==> config.mk <==
export PLATFORM = sky130hd
export DESIGN_NAME = midi_track_event_parser_top_flat
export DESIGN_NICKNAME = d
export VERILOG_FILES = /design/src/rtl/mtep_pkg.sv /design/src/rtl/mtep_stream_if.sv /design/src/rtl/midi_track_event_parser_top.sv /design/src/rtl/mtep_step.sv /design/src/rtl/mtep_out_stage.sv /design/src/flat_wrapper.sv
export SDC_FILE = /design/constraint.sdc
export NUM_CORES = 1
export LEC_CHECK = 0
export BUFFER_PORTS_ARGS = -buffer_cell sky130_fd_sc_hd__buf_2
export CORE_UTILIZATION = 35
export DETAILED_ROUTE_END_ITERATION = 16
export GPL_ROUTABILITY_DRIVEN = 0
export SETUP_SLACK_MARGIN = 0.1
export SLEW_MARGIN = 5
export SYNTH_ARGS = -nofsm -noshare
export SYNTH_HDL_FRONTEND = slang
export SYNTH_SLANG_ARGS = --single-unit
==> constraint.sdc <==
create_clock -name i_clk -period 6.65 [get_ports i_clk]
set_input_delay 0.3325 -clock i_clk [delete_from_list [all_inputs] [get_ports i_clk]]
set_output_delay 0.3325 -clock i_clk [all_outputs]
set_load 0.1 [all_outputs]
==> src/rtl/mtep_pkg.sv <==
// Package for the track event parser: status codes, result kinds, phase and
// record types shared by the step logic, the output stage and the top level.
// No dependencies.
package mtep_pkg;

    localparam int VAL_W             = 28;
    localparam int VLQ_MAX_BYTES_DEF = 4;

    localparam logic [7:0] ST_CHAN_LO   = 8'h80;
    localparam logic [7:0] ST_CHAN_HI   = 8'hEF;
    localparam logic [7:0] ST_ONE_LO    = 8'hC0;
    localparam logic [7:0] ST_ONE_HI    = 8'hDF;
    localparam logic [7:0] ST_META      = 8'hFF;
    localparam logic [7:0] ST_SYSEX     = 8'hF0;
    localparam logic [7:0] ST_SYSEX_ESC = 8'hF7;
    localparam logic [7:0] META_EOT     = 8'h2F;

    typedef enum logic [2:0] {
        KIND_EVENT   = 3'd0,
        KIND_END     = 3'd1,
        KIND_UNKNOWN = 3'd2,
        KIND_TRUNC   = 3'd3,
        KIND_LONG    = 3'd4
    } t_kind;

    typedef enum logic [2:0] {
        PH_DELTA    = 3'd0,
        PH_STATUS   = 3'd1,
        PH_DATA1    = 3'd2,
        PH_DATA2    = 3'd3,
        PH_METATYPE = 3'd4,
        PH_LENGTH   = 3'd5,
        PH_SKIP     = 3'd6
    } t_phase;

    // per-event parse state (VLQ byte count kept apart, its width is parameterised)
    typedef struct packed {
        t_phase             phase;
        logic [VAL_W-1:0]   delta;
        logic [7:0]         status;
        logic [7:0]         first;
        logic [7:0]         second;
        logic [VAL_W-1:0]   len;
        logic [VAL_W-1:0]   left;
        logic               halted;
    } t_parse_state;

    typedef struct packed {
        t_kind              kind;
        logic [VAL_W-1:0]   delta_ticks;
        logic [7:0]         status_value;
        logic [7:0]         first_data;
        logic [7:0]         second_data;
        logic [VAL_W-1:0]   payload_length;
    } t_result;

endpackage

==> src/rtl/mtep_stream_if.sv <==
// Valid/ready channel interfaces for the track event parser: byte input and
// event result output. Depends on mtep_pkg.
interface mtep_byte_if;
    logic       valid;
    logic       ready;
    logic [7:0] data_byte;
    logic       last_byte;

    modport source (output valid, output data_byte, output last_byte, input ready);
    modport sink   (input valid, input data_byte, input last_byte, output ready);
endinterface

interface mtep_event_if;
    import mtep_pkg::*;
    logic                   valid;
    logic                   ready;
    t_kind                  kind;
    logic [VAL_W-1:0]       delta_ticks;
    logic [7:0]             status_value;
    logic [7:0]             first_data;
    logic [7:0]             second_data;
    logic [VAL_W-1:0]       payload_length;

    modport source (output valid, output kind, output delta_ticks, output status_value,
                    output first_data, output second_data, output payload_length,
                    input ready);
    modport sink   (input valid, input kind, input delta_ticks, input status_value,
                    input first_data, input second_data, input payload_length,
                    output ready);
endinterface

==> src/rtl/midi_track_event_parser_top.sv <==
// Track chunk event parser, top level: parse state registers, byte step logic
// and the result registers. Depends on mtep_pkg, mtep_stream_if, mtep_step,
// mtep_out_stage.
//
// Usage
//   i_bytes : track chunk bytes, one per transfer; last_byte marks the chunk's
//             final byte, after which the parser is back at an event boundary.
//   o_events: one transfer per complete event or per flagged condition (end of
//             track, unknown or running status, truncation, over-long VLQ).
//   Throughput: one byte per cycle if the skid is free. Each byte is one
//   pass through the step logic between the parse state and result registers.
//   Latency: a result is valid in the cycle after the transfer of the byte
//   that completes (or flags) the event, or once the result ahead of it is taken.
//   Stall: a result that waits untaken sends the next one to a skid register;
//   the byte channel drops ready (a registered signal) only while that skid
//   register is full. After a flag, bytes are swallowed without result until
//   last_byte.
//   Reset (synchronous, active low): parser idle awaiting a delta time, no
//   halt pending, no result held.
module midi_track_event_parser_top #(
    parameter int VLQ_MAX_BYTES = mtep_pkg::VLQ_MAX_BYTES_DEF
) (
    input  logic         i_clk,
    input  logic         i_rst_n,
    mtep_byte_if.sink    i_bytes,
    mtep_event_if.source o_events
);
    import mtep_pkg::*;

    localparam int CNT_W = $clog2(VLQ_MAX_BYTES + 1);

    t_parse_state     r_state;
    t_parse_state     n_state;
    logic [CNT_W-1:0] r_cnt;
    logic [CNT_W-1:0] n_cnt;
    logic             step_emit;
    t_result          step_result;
    logic             can_load;
    logic             take;

    // a byte transfer happens when a byte is valid and the skid register is free
    assign i_bytes.ready = can_load;
    assign take          = i_bytes.valid && can_load;

    mtep_step #(
        .VLQ_MAX_BYTES (VLQ_MAX_BYTES),
        .CNT_W         (CNT_W)
    ) u_step (
        .i_byte   (i_bytes.data_byte),
        .i_last   (i_bytes.last_byte),
        .i_state  (r_state),
        .i_cnt    (r_cnt),
        .o_state  (n_state),
        .o_cnt    (n_cnt),
        .o_emit   (step_emit),
        .o_result (step_result)
    );

    // parse state advances only on a byte transfer
    always_ff @(posedge i_clk) begin
        if (!i_rst_n) begin
            r_state <= '0;
            r_cnt   <= '0;
        end else if (take) begin
            r_state <= n_state;
            r_cnt   <= n_cnt;
        end
    end

    mtep_out_stage u_out (
        .i_clk      (i_clk),
        .i_rst_n    (i_rst_n),
        .i_load     (take && step_emit),
        .i_result   (step_result),
        .o_can_load (can_load),
        .o_evt      (o_events)
    );

endmodule

==> src/rtl/mtep_step.sv <==
// Next-state logic for one track byte: VLQ decode, status classification,
// payload skip and error flags. Pure combinational. Depends on mtep_pkg.
module mtep_step #(
    parameter int VLQ_MAX_BYTES = mtep_pkg::VLQ_MAX_BYTES_DEF,
    parameter int CNT_W         = $clog2(VLQ_MAX_BYTES + 1)
) (
    input  logic [7:0]              i_byte,
    input  logic                    i_last,
    input  mtep_pkg::t_parse_state  i_state,
    input  logic [CNT_W-1:0]        i_cnt,
    output mtep_pkg::t_parse_state  o_state,
    output logic [CNT_W-1:0]        o_cnt,
    output logic                    o_emit,
    output mtep_pkg::t_result       o_result
);
    import mtep_pkg::*;

    logic [CNT_W-1:0] cnt_inc;
    logic             flag;
    t_kind            kind;
    t_parse_state     s;
    logic [CNT_W-1:0] c;

    assign cnt_inc = i_cnt + CNT_W'(1);

    always_comb begin
        s    = i_state;
        c    = i_cnt;
        flag = 1'b0;
        kind = KIND_EVENT;

        if (!i_state.halted) begin
            case (i_state.phase)
                PH_DELTA: begin
                    s.delta = {i_state.delta[VAL_W-8:0], i_byte[6:0]};
                    if (i_byte[7]) begin
                        c = cnt_inc;
                        if (cnt_inc >= CNT_W'(VLQ_MAX_BYTES)) begin
                            flag = 1'b1;
                            kind = KIND_LONG;
                        end
                    end else begin
                        c       = '0;
                        s.phase = PH_STATUS;
                    end
                end
                PH_STATUS: begin
                    s.status = i_byte;
                    if (i_byte >= ST_CHAN_LO && i_byte <= ST_CHAN_HI) begin
                        s.phase = PH_DATA1;
                    end else if (i_byte == ST_META) begin
                        s.phase = PH_METATYPE;
                    end else if (i_byte == ST_SYSEX || i_byte == ST_SYSEX_ESC) begin
                        c       = '0;
                        s.phase = PH_LENGTH;
                    end else begin
                        flag = 1'b1;
                        kind = KIND_UNKNOWN;
                    end
                end
                PH_DATA1: begin
                    s.first = i_byte;
                    if (i_state.status >= ST_ONE_LO && i_state.status <= ST_ONE_HI) begin
                        flag = 1'b1;
                    end else begin
                        s.phase = PH_DATA2;
                    end
                end
                PH_DATA2: begin
                    s.second = i_byte;
                    flag     = 1'b1;
                end
                PH_METATYPE: begin
                    s.first = i_byte;
                    if (i_byte == META_EOT) begin
                        flag = 1'b1;
                        kind = KIND_END;
                    end else begin
                        c       = '0;
                        s.phase = PH_LENGTH;
                    end
                end
                PH_LENGTH: begin
                    s.len = {i_state.len[VAL_W-8:0], i_byte[6:0]};
                    if (i_byte[7]) begin
                        c = cnt_inc;
                        if (cnt_inc >= CNT_W'(VLQ_MAX_BYTES)) begin
                            flag = 1'b1;
                            kind = KIND_LONG;
                        end
                    end else begin
                        c = '0;
                        if (s.len == '0) begin
                            flag = 1'b1;
                        end else begin
                            s.left  = s.len;
                            s.phase = PH_SKIP;
                        end
                    end
                end
                PH_SKIP: begin
                    s.left = i_state.left - VAL_W'(1);
                    if (s.left == '0) begin
                        flag = 1'b1;
                    end
                end
                default: begin
                    s        = '0;
                    c        = '0;
                end
            endcase
        end

        // result carries the fields as updated by this byte
        o_result.kind           = kind;
        o_result.delta_ticks    = s.delta;
        o_result.status_value   = s.status;
        o_result.first_data     = s.first;
        o_result.second_data    = s.second;
        o_result.payload_length = s.len;

        if (flag) begin
            if (kind == KIND_EVENT) begin
                s = '0;
                c = '0;
            end else begin
                s.halted = 1'b1;
            end
        end

        o_emit = flag;

        if (i_last) begin
            // chunk ends mid-event with nothing else reported
            if (!i_state.halted && !flag && !(s.phase == PH_DELTA && c == '0)) begin
                o_emit        = 1'b1;
                o_result.kind = KIND_TRUNC;
            end
            s = '0;
            c = '0;
        end

        o_state = s;
        o_cnt   = c;
    end

endmodule

==> src/rtl/mtep_out_stage.sv <==
// Result registers on the output channel: an output register plus a skid
// register that catches one more event while the receiver stalls. Depends on mtep_pkg.
module mtep_out_stage (
    input  logic                i_clk,
    input  logic                i_rst_n,
    input  logic                i_load,
    input  mtep_pkg::t_result   i_result,
    output logic                o_can_load,
    mtep_event_if.source        o_evt
);
    import mtep_pkg::*;

    logic    r_valid;
    t_result r_result;
    logic    r_skid_valid;
    t_result r_skid;
    logic    main_free;

    // output register empties or is taken at this edge
    assign main_free  = !r_valid || o_evt.ready;
    assign o_can_load = !r_skid_valid;

    always_ff @(posedge i_clk) begin
        if (!i_rst_n) begin
            r_valid      <= 1'b0;
            r_skid_valid <= 1'b0;
        end else if (main_free) begin
            r_valid      <= r_skid_valid || i_load;
            r_skid_valid <= 1'b0;
        end else if (i_load) begin
            r_skid_valid <= 1'b1;
        end
    end

    // skid contents go out first; a new load only arrives while the skid is empty
    always_ff @(posedge i_clk) begin
        if (main_free) begin
            if (r_skid_valid) begin
                r_result <= r_skid;
            end else if (i_load) begin
                r_result <= i_result;
            end
        end else if (i_load) begin
            r_skid <= i_result;
        end
    end

    assign o_evt.valid          = r_valid;
    assign o_evt.kind           = r_result.kind;
    assign o_evt.delta_ticks    = r_result.delta_ticks;
    assign o_evt.status_value   = r_result.status_value;
    assign o_evt.first_data     = r_result.first_data;
    assign o_evt.second_data    = r_result.second_data;
    assign o_evt.payload_length = r_result.payload_length;

endmodule
==> src/flat_wrapper.sv <==
// flat-port wrapper written by rule: the top's interface ports become plain ports
module midi_track_event_parser_top_flat import mtep_pkg::*;
#(
    parameter int VLQ_MAX_BYTES = mtep_pkg::VLQ_MAX_BYTES_DEF
)
  (i_clk, i_rst_n, i_bytes_valid, i_bytes_data_byte, i_bytes_last_byte, i_bytes_ready, o_events_valid, o_events_kind, o_events_delta_ticks, o_events_status_value, o_events_first_data, o_events_second_data, o_events_payload_length, o_events_ready);
  mtep_byte_if i_bytes_i ();
  mtep_event_if o_events_i ();
  input  logic i_clk;
  input  logic i_rst_n;
  input wire logic [$bits(i_bytes_i.valid)-1:0] i_bytes_valid;
  input wire logic [$bits(i_bytes_i.data_byte)-1:0] i_bytes_data_byte;
  input wire logic [$bits(i_bytes_i.last_byte)-1:0] i_bytes_last_byte;
  output wire logic [$bits(i_bytes_i.ready)-1:0] i_bytes_ready;
  output wire logic [$bits(o_events_i.valid)-1:0] o_events_valid;
  output wire logic [$bits(o_events_i.kind)-1:0] o_events_kind;
  output wire logic [$bits(o_events_i.delta_ticks)-1:0] o_events_delta_ticks;
  output wire logic [$bits(o_events_i.status_value)-1:0] o_events_status_value;
  output wire logic [$bits(o_events_i.first_data)-1:0] o_events_first_data;
  output wire logic [$bits(o_events_i.second_data)-1:0] o_events_second_data;
  output wire logic [$bits(o_events_i.payload_length)-1:0] o_events_payload_length;
  input wire logic [$bits(o_events_i.ready)-1:0] o_events_ready;
  assign i_bytes_i.valid = i_bytes_valid;
  assign i_bytes_i.data_byte = i_bytes_data_byte;
  assign i_bytes_i.last_byte = i_bytes_last_byte;
  assign i_bytes_ready = i_bytes_i.ready;
  assign o_events_valid = o_events_i.valid;
  assign o_events_kind = o_events_i.kind;
  assign o_events_delta_ticks = o_events_i.delta_ticks;
  assign o_events_status_value = o_events_i.status_value;
  assign o_events_first_data = o_events_i.first_data;
  assign o_events_second_data = o_events_i.second_data;
  assign o_events_payload_length = o_events_i.payload_length;
  assign o_events_i.ready = o_events_ready;
  midi_track_event_parser_top #(.VLQ_MAX_BYTES(VLQ_MAX_BYTES)) u_core (.i_clk(i_clk), .i_rst_n(i_rst_n), .i_bytes(i_bytes_i), .o_events(o_events_i));
endmodule
Word-level counts from Yosys, hierarchy flattened
Cells that the tools add are included.
{"block": "word_totals", "out_inout_bits": 85, "wordCells": 135, "inputBits": 13, "regBits": 283}
{"block": "op_classes", "add_sub_neg": 2, "bitwise": 2, "muxes": 58, "n_eq_ne": 10, "n_reduce_logical": 35, "n_lt_le_gt_ge": 5}
{"op": "112-bit two-way mux", "count": 3}
{"op": "83-bit two-way mux", "count": 2}
{"op": "28-bit one-hot mux with 2 select lines", "count": 2}
{"op": "111-bit two-way mux", "count": 1}
{"op": "28-bit one-hot mux with 3 select lines", "count": 1}
{"op": "3-bit two-way mux", "count": 22}
{"op": "28-bit zero test", "count": 2}
{"op": "28-bit two-way mux", "count": 2}
{"op": "8-bit one-hot mux with 2 select lines", "count": 3}
{"op": "28-bit by 1-bit subtractor with 28-bit output, second input constant", "count": 1}
{"op": "8-bit == test, second input constant", "count": 3}
{"op": "6-bit OR reduction", "count": 4}
{"op": "3-bit one-hot mux with 6 select lines", "count": 1}
{"op": "8-bit >= comparator, second input constant", "count": 2}
{"op": "8-bit less-or-equal comparator, second input constant", "count": 2}
{"op": "1-bit two-way mux", "count": 15}
{"op": "3-bit zero test", "count": 4}
{"op": "3-bit one-hot mux with 4 select lines", "count": 1}
{"op": "5-bit OR reduction", "count": 2}
{"op": "3-bit == test, second input constant", "count": 3}
{"op": "3-bit one-hot mux with 3 select lines", "count": 1}
{"op": "8-bit by 6-bit == test with 1-bit output, second input constant", "count": 1}
{"op": "2-bit OR reduction", "count": 4}
{"op": "1-bit logical AND", "count": 7}
{"op": "other kinds (12)", "count": 23}

Longest topological paths before layout
Gate-level depths: netlist of run 1.
{"block": "logic_depth", "word_depth": 19, "depth_mapped": 13, "depth_no_buf": 10}

Cells and area by module
From an unflattened synthesis of run 1, not the netlist that was laid out.
{"block": "unflattened", "hier_cells": 1476, "hier_area_um2": 14696.6}
{"mod": "mtep_out_stage", "instances": 1, "area_each_um2": 6231.0, "seq_area_each_um2": 5024.8, "cells_per_inst": 268}
{"mod": "midi_track_event_parser_top", "instances": 1, "area_each_um2": 4563.1, "seq_area_each_um2": 2302.2, "cells_per_inst": 527}
{"mod": "mtep_step", "instances": 1, "area_each_um2": 3902.5, "seq_area_each_um2": 0.0, "cells_per_inst": 681}

Least setup slack after synthesis of run 1
No wires, ideal clock.
{"block": "synth_timing", "path_type": "flip-flop to flip-flop", "start": "register u_core.r_state[1] (netlist bit)", "end": "register u_core.u_out.r_result, in the netlist u_core.u_out.o_evt.delta_ticks[0], enable pin", "path_buffers": 0, "synth_period_minus_slack_ps": 7037, "setup_time_ps": 552, "stages_incl_launch_ff": 11, "path_slack_ps": -387, "arrival_time_ps": 6485, "t_required_ps": 6098, "path_cell_list": "dfxtp_1 > inv_1 > ha_1 > xnor2_1 > nand4b_1 > or4b_1 > nand4b_1 > or4_4 > a21boi_0 > o21ai_0 > a21oi_1"}
{"block": "synth_via", "elab_chain_len": 15, "elab_cells_between_ends": 19, "cone_classes": "1 x add/sub; 7 x mux; 11 x reduce/logical"}
{"element": "from (decl)", "line": "midi_track_event_parser_top.sv:32", "text": "t_parse_state r_state;"}
{"element": "from (signal assigned)", "line": "midi_track_event_parser_top.sv:65", "text": "r_state <= n_state;"}
{"element": "28-bit by 1-bit subtractor with 28-bit output (*)", "line": "mtep_step.sv:102", "text": "s.left = i_state.left - VAL_W'(1);"}
{"element": "28-bit zero test (*)", "line": "mtep_step.sv:103", "text": "if (s.left == '0) begin"}
{"element": "1-bit two-way mux (*)", "line": "mtep_step.sv:103"}
{"element": "1-bit one-hot mux with 7 select lines (*)", "line": "mtep_step.sv:33", "text": "case (i_state.phase)"}
{"element": "1-bit two-way mux (*)", "line": "mtep_step.sv:32", "text": "if (!i_state.halted) begin"}
{"element": "112-bit two-way mux or 3-bit two-way mux (tied branches)", "line": "mtep_step.sv:122", "text": "if (flag) begin"}
{"element": "3-bit zero test", "line": "mtep_step.sv:135", "text": "if (!i_state.halted && !flag && !(s.phase == PH_DELTA && c == '0)) begin"}
{"element": "1-bit logical AND", "line": "mtep_step.sv:135"}
{"element": "1-bit zero test", "line": "mtep_step.sv:135"}
{"element": "1-bit logical AND", "line": "mtep_step.sv:135"}
{"element": "1-bit two-way mux", "line": "mtep_step.sv:135"}
{"element": "1-bit two-way mux (*)", "line": "mtep_step.sv:133", "text": "if (i_last) begin"}
{"element": "1-bit logical AND (*)", "line": "midi_track_event_parser_top.sv:73", "text": ".i_load (take && step_emit),"}
{"element": "2-bit nonzero test (no source line) (*)"}
{"element": "2-bit AND reduction (no source line) (*)"}
{"element": "to (signal assigned)", "line": "mtep_out_stage.sv:39", "text": "r_result <= r_skid;"}
{"element": "to (signal assigned)", "line": "mtep_out_stage.sv:41", "text": "r_result <= i_result;"}
{"element": "to (decl)", "line": "mtep_out_stage.sv:14", "text": "t_result r_result;"}
Mark *: on every way between the ends. The rest lies on a longest branch, timed or not.
A chain may end at the register's enable or synchronous reset.

Worst setup path after layout of run 1
{"block": "layout_timing", "start": "register u_core.r_state[111] (netlist bit)", "end": "register u_core.u_out.r_skid[29] (netlist bit), enable pin"}
{"block": "layout_via", "elab_chain_len": 15, "elab_cells_between_ends": 42, "cone_classes": "6 x eq/ne; 22 x mux; 14 x reduce/logical"}
{"element": "3-bit == test (tied with other cells)", "line": "mtep_step.sv:33"}
{"element": "2-bit OR reduction (no source line) or 3-bit two-way mux (tied branches)"}
{"element": "3-bit one-hot mux with 3 select lines or 3-bit two-way mux (tied branches)", "line": "mtep_step.sv:33, mtep_step.sv:49"}
{"element": "3-bit two-way mux or 3-bit one-hot mux with 6 select lines (tied branches)", "line": "mtep_step.sv:32, mtep_step.sv:33"}
{"element": "3-bit zero test or 112-bit two-way mux (tied branches)", "line": "mtep_step.sv:123, mtep_step.sv:32"}
{"element": "111-bit two-way mux or 3-bit two-way mux (tied branches)", "line": "mtep_step.sv:123", "text": "if (kind == KIND_EVENT) begin"}
{"element": "112-bit two-way mux or 3-bit two-way mux (tied branches)", "line": "mtep_step.sv:122"}
{"element": "3-bit zero test", "line": "mtep_step.sv:135"}
{"element": "1-bit logical AND", "line": "mtep_step.sv:135"}
{"element": "1-bit zero test", "line": "mtep_step.sv:135"}
{"element": "1-bit logical AND", "line": "mtep_step.sv:135"}
{"element": "1-bit two-way mux", "line": "mtep_step.sv:135"}
{"element": "1-bit two-way mux (*)", "line": "mtep_step.sv:133"}
{"element": "1-bit logical AND (*)", "line": "midi_track_event_parser_top.sv:73"}
{"element": "2-bit AND reduction (no source line) (*)"}
{"element": "to (signal assigned)", "line": "mtep_out_stage.sv:44", "text": "r_skid <= i_result;"}
{"element": "to (decl)", "line": "mtep_out_stage.sv:16", "text": "t_result r_skid;"}
Marks and branches as above.

==> results.json, run 1 <==
{
  "antenna_found_initial": 1,
  "netlist_top_cells_count": "edfxtp_1, nor2_1, dfxtp_1, nand2_1, a22oi_1",
  "die_w_um": 195,
  "switching_power_mw": 1.10,
  "syn2layout_area_growth_pct": 14.9,
  "numCtsBuffers": 30,
  "worst-setup-path-type": "reg -> reg",
  "power.density_nw_per_um2": 275,
  "synth.cell_area_um2": 13100,
  "cts_tree": "done",
  "total_power_mw": 4.14,
  "ios": 98,
  "grtUsageTotal_pct": 17.6,
  "ir_worst_vdd_v": 0.000157,
  "min_from": "i_bytes_valid",
  "antenna_cells": 0,
  "synthFlopType": "edfxtp_1",
  "ctsHoldBuffers": 0,
  "post-route-min-period_ns": 4.42,
  "setup_viol": 0,
  "synth-async-reset-ratio_pct": 0,
  "htreeDepth": 1,
  "rows": 70,
  "synth_fa_ha_area_share_pct": 0.287,
  "antenna_left": 0,
  "maxCapViolCount": 0,
  "nets": 1291,
  "synth_largest_area_cell": "edfxtp_1",
  "setup_ws_ns": 2.23,
  "finalNonFillerCells": 1767,
  "r2r-start": "u_core.r_state[111]$_SDFFE_PN0P_",
  "ys_seq_area_share_pct": 56.0,
  "die_h_um": 195,
  "clk_latency_ns": 0.57,
  "syn_area_per_cell_um2": 10.6,
  "io_buffers": 97,
  "crit_fanout": 59,
  "p_leak_nw": 5.50,
  "startpoint": "u_core.r_state[111]$_SDFFE_PN0P_",
  "worstSetupEndpointType": "register",
  "core_um2": 36700,
  "clock_skew_ns": 0.0200,
  "rsz0062_at_grt": "false",
  "worst_slew_margin_rel_pct": 22.9,
  "critPathRequiredTime_ns": 6.87,
  "min_path_type": "in -> reg",
  "post_cts_buffers": 0,
  "crit_chain": "and3b_1 > buf_4 > nand4b_1 > or4b_1 > nand4b_1 > or4_4 > a21boi_2 > o211a_4 > buf_12",
  "tightest_slew_ns": 1.16,
  "cp_common_cell": "nand4b_1",
  "clkTransAtPathRegs_ns": 0.06,
  "finalCritPeriodShare_pct": 66.5,
  "synth_top_area_share_pct": 38.1,
  "ys_warn_count": 0,
  "cts_resized": 0,
  "worst_setup_path_start_kind": "register",
  "root_buffer": "clkbuf_16",
  "power_switching_share_pct": 26.5,
  "placed_cells": 1711,
  "grt_pass1_vias": 9547,
  "place_ws_ns": 2.30,
  "ys_types": 71,
  "ys_ff_latch": 283,
  "synth.net_count": 1247,
  "avgRoutedWirePerCell_um": 19.3,
  "setup_tns_ns": 0,
  "synth_edf_count": 166,
  "p_int_mw": 3.05,
  "netlist_instances": 1231,
  "grt_start_max_net_pins": 89,
  "cp_slowest_stage_delay_ns": 1.05,
  "synth_compound_area_share_pct": 20.4,
  "slew_viol_final": 0,
  "p_seq_share_pct": 46.2,
  "cp_slowest_cell": "dfxtp_1",
  "synth_area_leaders": "edfxtp_1, dfxtp_1, a22oi_1, mux2_2, nor2_1",
  "hpwl_mm": 21.1,
  "cts.sinks": 283,
  "clock.fmax_mhz": 226,
  "yosysMostFrequentCell": "edfxtp_1",
  "firstDrtPassIters": 5,
  "synthMuxAreaShare_pct": 4.87,
  "critPathArrivalTime_ns": 4.65,
  "drt-vias-per-instance": 5.72,
  "drcViolationCount": 0,
  "start_util_pct": 35.7,
  "synth_top_family_by_area": "compound AO/OA/AOI/OAI gates",
  "status": "complete, no violations",
  "die_area_um2": 38200,
  "finalHoldViolations": 0,
  "synth-simple-area-share_pct": 13.5,
  "vias": 10100,
  "totalWireLength_mm": 34.2,
  "drive_above_1_share_pct": 19.2,
  "cts_buffer_depth": 3,
  "overflow": 0,
  "pwr-share-clk_pct": 43.4,
  "synth_xor_area_share_pct": 1.14,
  "p_comb_share_pct": 10.4,
  "drt_iter0_markers": 816,
  "grt_pass1_wl_mm": 54.0
}
[power groups by stage]
stage	Clock, mW	Combinational (mW)	Sequential (mW)
after global placement	0	0.427	1.95
after detailed placement	0	0.430	1.95
final	1.80	0.429	1.91
after floorplan	0	0.130	2.17
after global routing	1.90	0.451	1.92
after CTS	1.84	0.431	1.91
[metrics by stage]
stage	cell area [um^2]	hold slack (ns)	util, %
5_1_grt	15000	0.132	41.0
6_report	15000	0.136	41.0
3_3_place_gp	14000	0.466	38.0
4_1_cts	15000	0.112	41.0
2_1_floorplan	13100	0.452	-
3_5_place_dp	14000	0.474	38.0
[flip-flops by register name, summed over array words and instances, names as in the netlist]
signal / cells
u_core.r_state: 112
u_core.u_out.r_skid: 83
u_core.u_out.o_evt.delta_ticks: 28
u_core.u_out.o_evt.payload_length: 28
u_core.u_out.o_evt.first_data: 8
u_core.u_out.o_evt.second_data: 8
u_core.u_out.o_evt.status_value: 8
u_core.r_cnt: 3
u_core.u_out.o_evt.kind: 3
u_core.u_out.o_evt.valid: 1
u_core.u_out.r_skid_valid: 1
[cell usage in the layout (no fill, tap or decap), types with 14 or more instances in the layout]
cell / netlist / layout
o2bb2ai_1: 17 / 17
a22o_1: 42 / 42
buf_4: 0 / 17
o21ai_0: 34 / 33
nor4_1: 16 / 16
a21oi_1: 53 / 52
o31ai_1: 33 / 33
nor2_1: 159 / 158
inv_1: 16 / 14
clkbuf_16: 0 / 30
nand3_1: 15 / 15
buf_2: 14 / 97
edfxtp_1: 166 / 166
nand2_1: 102 / 101
o22ai_1: 42 / 42
dfxtp_1: 117 / 114
mux2_2: 54 / 54
a22oi_1: 99 / 99
[metal layers]
metal	track usage, %	vias up	part of all wire [%]
met5	0	-	0.038
met4	4.87	2	2.3
met3	2.90	56	6.1
met2	28.5	327	47
met1	24.1	4951	44
li1	-	4769	-
[kinds of logic (layout without fill, tap and decap cells)]
logic type / count (synthesis) / in the layout
AO/OA/AOI/OAI: 374 / 374
XOR/XNOR: 17 / 17
adder cells (fa/ha/maj): 3 / 3
buffers and inverters: 121 / 189
flip-flops: 283 / 283
multiplexers: 57 / 57
AND/OR/NAND/NOR: 376 / 376
[final cells by class]
| type | instances | area (um^2) |
|---|---|---|
| clock buffer | 32 | 768 |
| sequential | 283 | 7330 |
| multi-input combinational | 827 | 5340 |
| inverter | 18 | 67.6 |
| tap | 468 | 586 |
| fill | 3495 | 21700 |
| clock inverter | 24 | 317 |
| timing repair buffer | 115 | 633 |
[critical path, delay by kind of cell (launching register included)]
kind,cells,cell delay (ns)
AOI/OAI and AO/OA,2,0.67
DFF,1,1.05
and+or+nand+nor,5,1.68
buffers and inverters,2,0.64
[worst paths after layout]
path / to / slack [ns] / cells past startpoint
hold / removal: u_core.u_out.r_skid_valid$_SDFFE_PP0P_ / 0.14 / 3
setup / recovery: u_core.u_out.r_skid[29]$_DFFE_PP_ / 2.23 / 9
hold reg to reg: u_core.r_state[28]$_SDFFE_PN0P_ / 0.49 / 1
setup reg to reg: u_core.u_out.r_skid[29]$_DFFE_PP_ / 2.23 / 9
(Power assumes the default switching activity.)
==> inputs of run 2 (changes only) <==
Settings changed: ABC_AREA set to 1.
Clock period 6.65 ns to 4.5 ns, I/O delays scaled along.
==> run 2 against run 1 <==
- fmax is 14% higher
- highest routed layer is now met4
- clock skew grew 0.0055 ns
- critical path depth rose by 10
- area after synthesis up 2.3%
- largest power group unchanged
- critical path type unchanged
- core utilization shrank 0.25 points
- combinational power rose by 69%
- clock power up 36%
- largest cell class unchanged
- via count rose by 14%
- sequential cell count is the same
==> results.json, run 2 <==
{
  "status": "complete, no violations",
  "netlist_top_cells_count": "nand2_1, edfxtp_1, inv_1, dfxtp_1, a21oi_1",
  "stdcell_area_um2": 15300,
  "ys_seq_area_share_pct": 54.7,
  "clkTransAtPathRegs_ns": 0.07,
  "cts.sinks": 283,
  "synth_edf_count": 166,
  "nets": 1738,
  "grtUsageTotal_pct": 18.3,
  "setup_viol": 0,
  "grt_pass1_vias": 10500,
  "finalNonFillerCells": 2255,
  "synthMuxAreaShare_pct": 0,
  "grt_pass1_wl_mm": 57.4,
  "cp_slowest_cell": "buf_6",
  "top_regs": "u_core.r_state (112), u_core.u_out.r_skid (83)",
  "critPathArrivalTime_ns": 4.04,
  "synth.cell_area_um2": 13400,
  "rows": 71,
  "placed_cells": 2201,
  "grt_start_max_net_pins": 86,
  "total_power_mw": 6.01,
  "synth_xor_area_share_pct": 0.327,
  "synth-simple-area-share_pct": 23.7,
  "die_area_um2": 39100,
  "crit_fanout": 70,
  "clock_skew_ns": 0.0254,
  "rsz0062_at_grt": "false",
  "core_um2": 37700,
  "drt-vias-per-instance": 5.12,
  "antenna_found_initial": 0,
  "synth_top_family_by_area": "simple AND/OR/NAND/NOR gates",
  "htreeDepth": 1,
  "min_path_type": "in -> reg",
  "synth_largest_area_cell": "edfxtp_1",
  "cts_buffer_depth": 3,
  "root_buffer": "clkbuf_16",
  "syn2layout_area_growth_pct": 14.5,
  "synthFlopType": "edfxtp_1",
  "synth_compound_area_share_pct": 14.3,
  "place_ws_ns": 0.386,
  "avgRoutedWirePerCell_um": 15.9,
  "rr_worst_depth": 19,
  "syn_area_per_cell_um2": 8.09,
  "netlist_instances": 1657,
  "cp_common_cell": "nand2_1",
  "synth-async-reset-ratio_pct": 0,
  "die_h_um": 198,
  "power.density_nw_per_um2": 392,
  "crit_chain": "inv_1 > ha_1 > nand2_1 > nor2_2 > nand2_1 > nor2_1 > nand2_1 > nand2_1 > nor2_1 > nand3_1 > nor2_1 > nand2_1 > nand2_1 > nand3_2 > o31ai_1 > nand2_1 > nand3_1 > a21oi_4 > buf_6",
  "ys_warn_count": 0,
  "finalCritPeriodShare_pct": 85.9,
  "drt_iter0_markers": 929,
  "io_buffers": 97,
  "slew_viol_final": 0,
  "ir_worst_vdd_v": 0.000266,
  "synth.net_count": 1673,
  "place_area_um2": 14400,
  "setup_tns_ns": 0,
  "layout_common_cells": "nand2_1, edfxtp_1, inv_1",
  "vias": 11500,
  "die_w_um": 198,
  "final_common_cell": "nand2_1",
  "cts_tree": "done",
  "totalWireLength_mm": 35.9,
  "drcViolationCount": 0,
  "ys_ff_latch": 283,
  "antenna_cells": 0,
  "worst_slew_margin_rel_pct": 30.4,
  "whs_ns": 0.0570,
  "clock.fmax_mhz": 259,
  "synth_area_leaders": "edfxtp_1, nand2_1, dfxtp_1, a21oi_1, inv_1",
  "maxCapViolCount": 0,
  "yosysMostFrequentCell": "nand2_1",
  "worst-setup-path-type": "reg -> reg",
  "whs_path_depth": 4,
  "worstSetupEndpointType": "register",
  "synth_fa_ha_area_share_pct": 0.280,
  "hpwl_mm": 23.6,
  "clk_latency_ns": 0.56,
  "antenna_left": 0,
  "drive_above_1_share_pct": 10.4,
  "firstDrtPassIters": 5,
  "ios": 98,
  "worst_setup_path_start_kind": "register",
  "critPathRequiredTime_ns": 4.67,
  "cp_slowest_stage_delay_ns": 0.56,
  "p_leak_nw": 5.77,
  "post-route-min-period_ns": 3.87,
  "start_util_pct": 35.6,
  "numCtsBuffers": 29,
  "tightest_slew_ns": 1.04,
  "setup_ws_ns": 0.634,
  "synth_top_area_share_pct": 37.2,
  "overflow": 0,
  "ys_types": 38,
  "top_register": "u_core.r_state",
  "final_util_pct": 40.7,
  "largest_register_ffs": 112,
  "finalHoldViolations": 0
}
run 2: cell count changes after synthesis, moves of 21 or more:
| cell | before | now |
|---|---|---|
| o21ai_0 | 34 | 87 |
| nand2_1 | 102 | 638 |
| o31ai_1 | 33 | 4 |
| a21oi_1 | 53 | 113 |
| a22o_1 | 42 | 0 |
| nand3_1 | 15 | 36 |
| mux2_2 | 54 | 0 |
| o22ai_1 | 42 | 69 |
| a22oi_1 | 99 | 1 |
| nor2_1 | 159 | 109 |
| inv_1 | 16 | 131 |
run 2: logic make-up (layout without fill, tap and decap cells):
group	after synthesis	count (layout)
AO/OA/AOI/OAI	327	327
AND/OR/NAND/NOR	813	813
adder cells (fa/ha/maj)	3	3
buffers and inverters	226	313
XOR/XNOR	5	5
flip-flops	283	283
run 2: metal layers:
layer | global-route usage, % | part of all wire [%] | vias up
li1 | - | - | 5661
met1 | 26.2 | 47 | 5447
met2 | 28.4 | 45 | 383
met3 | 2.51 | 6.4 | 51
met4 | 5.89 | 2.4 | 0
met5 | 0 | 0 | -
run 2: final timing paths:
path / to / slack [ns] / startpoint
worst max-delay path: u_core.u_out.r_skid[6]$_DFFE_PP_ / 0.63 / u_core.r_state[1]$_SDFFE_PN0P_
worst min-delay path: u_core.r_state[109]$_SDFFE_PN0P_ / 0.06 / i_bytes_last_byte
worst max register to register: u_core.u_out.r_skid[6]$_DFFE_PP_ / 0.63 / u_core.r_state[1]$_SDFFE_PN0P_
worst min register to register: u_core.r_state[59]$_SDFFE_PN0P_ / 0.46 / u_core.r_state[59]$_SDFFE_PN0P_
run 2: where the power goes:
group          internal (mW)  switching [mW]  total [mW]  leakage, nW
logic                  0.116           0.611       0.727         2.87
registers               2.81          0.0238        2.83         2.42
clock network           1.46           0.994        2.45        0.471
total                   4.38            1.63        6.01         5.77
run 2: area by class of cell:
| cell class | instances | area (um^2) |
|---|---|---|
| Tap cell | 511 | 639 |
| Timing Repair Buffer | 123 | 699 |
| Sequential cell | 283 | 7330 |
| Inverter | 137 | 515 |
| Clock inverter | 10 | 129 |
| Multi-Input combinational cell | 1148 | 5200 |
| Fill cell | 3813 | 22300 |
| Clock buffer | 43 | 840 |
run 2: repair_timing:
action | 4_1_cts | 5_1_grt
setup endpoints to repair | 0 | 63
gates resized for setup | 0 | 1
hold buffers | 1 | 0
setup buffers | 0 | 0
hold endpoints to repair | 1 | 0
run 2: worst max-delay path: cells and delay by family (launching register included):
| kind | cells | cell delay, ns |
|---|---|---|
| AND/OR/NAND/NOR | 14 | 1.45 |
| AO/OA/AOI/OAI | 2 | 0.64 |
| buffers and inverters | 2 | 0.70 |
| flip-flops | 1 | 0.34 |
| adder cells (fa/ha/maj) | 1 | 0.25 |
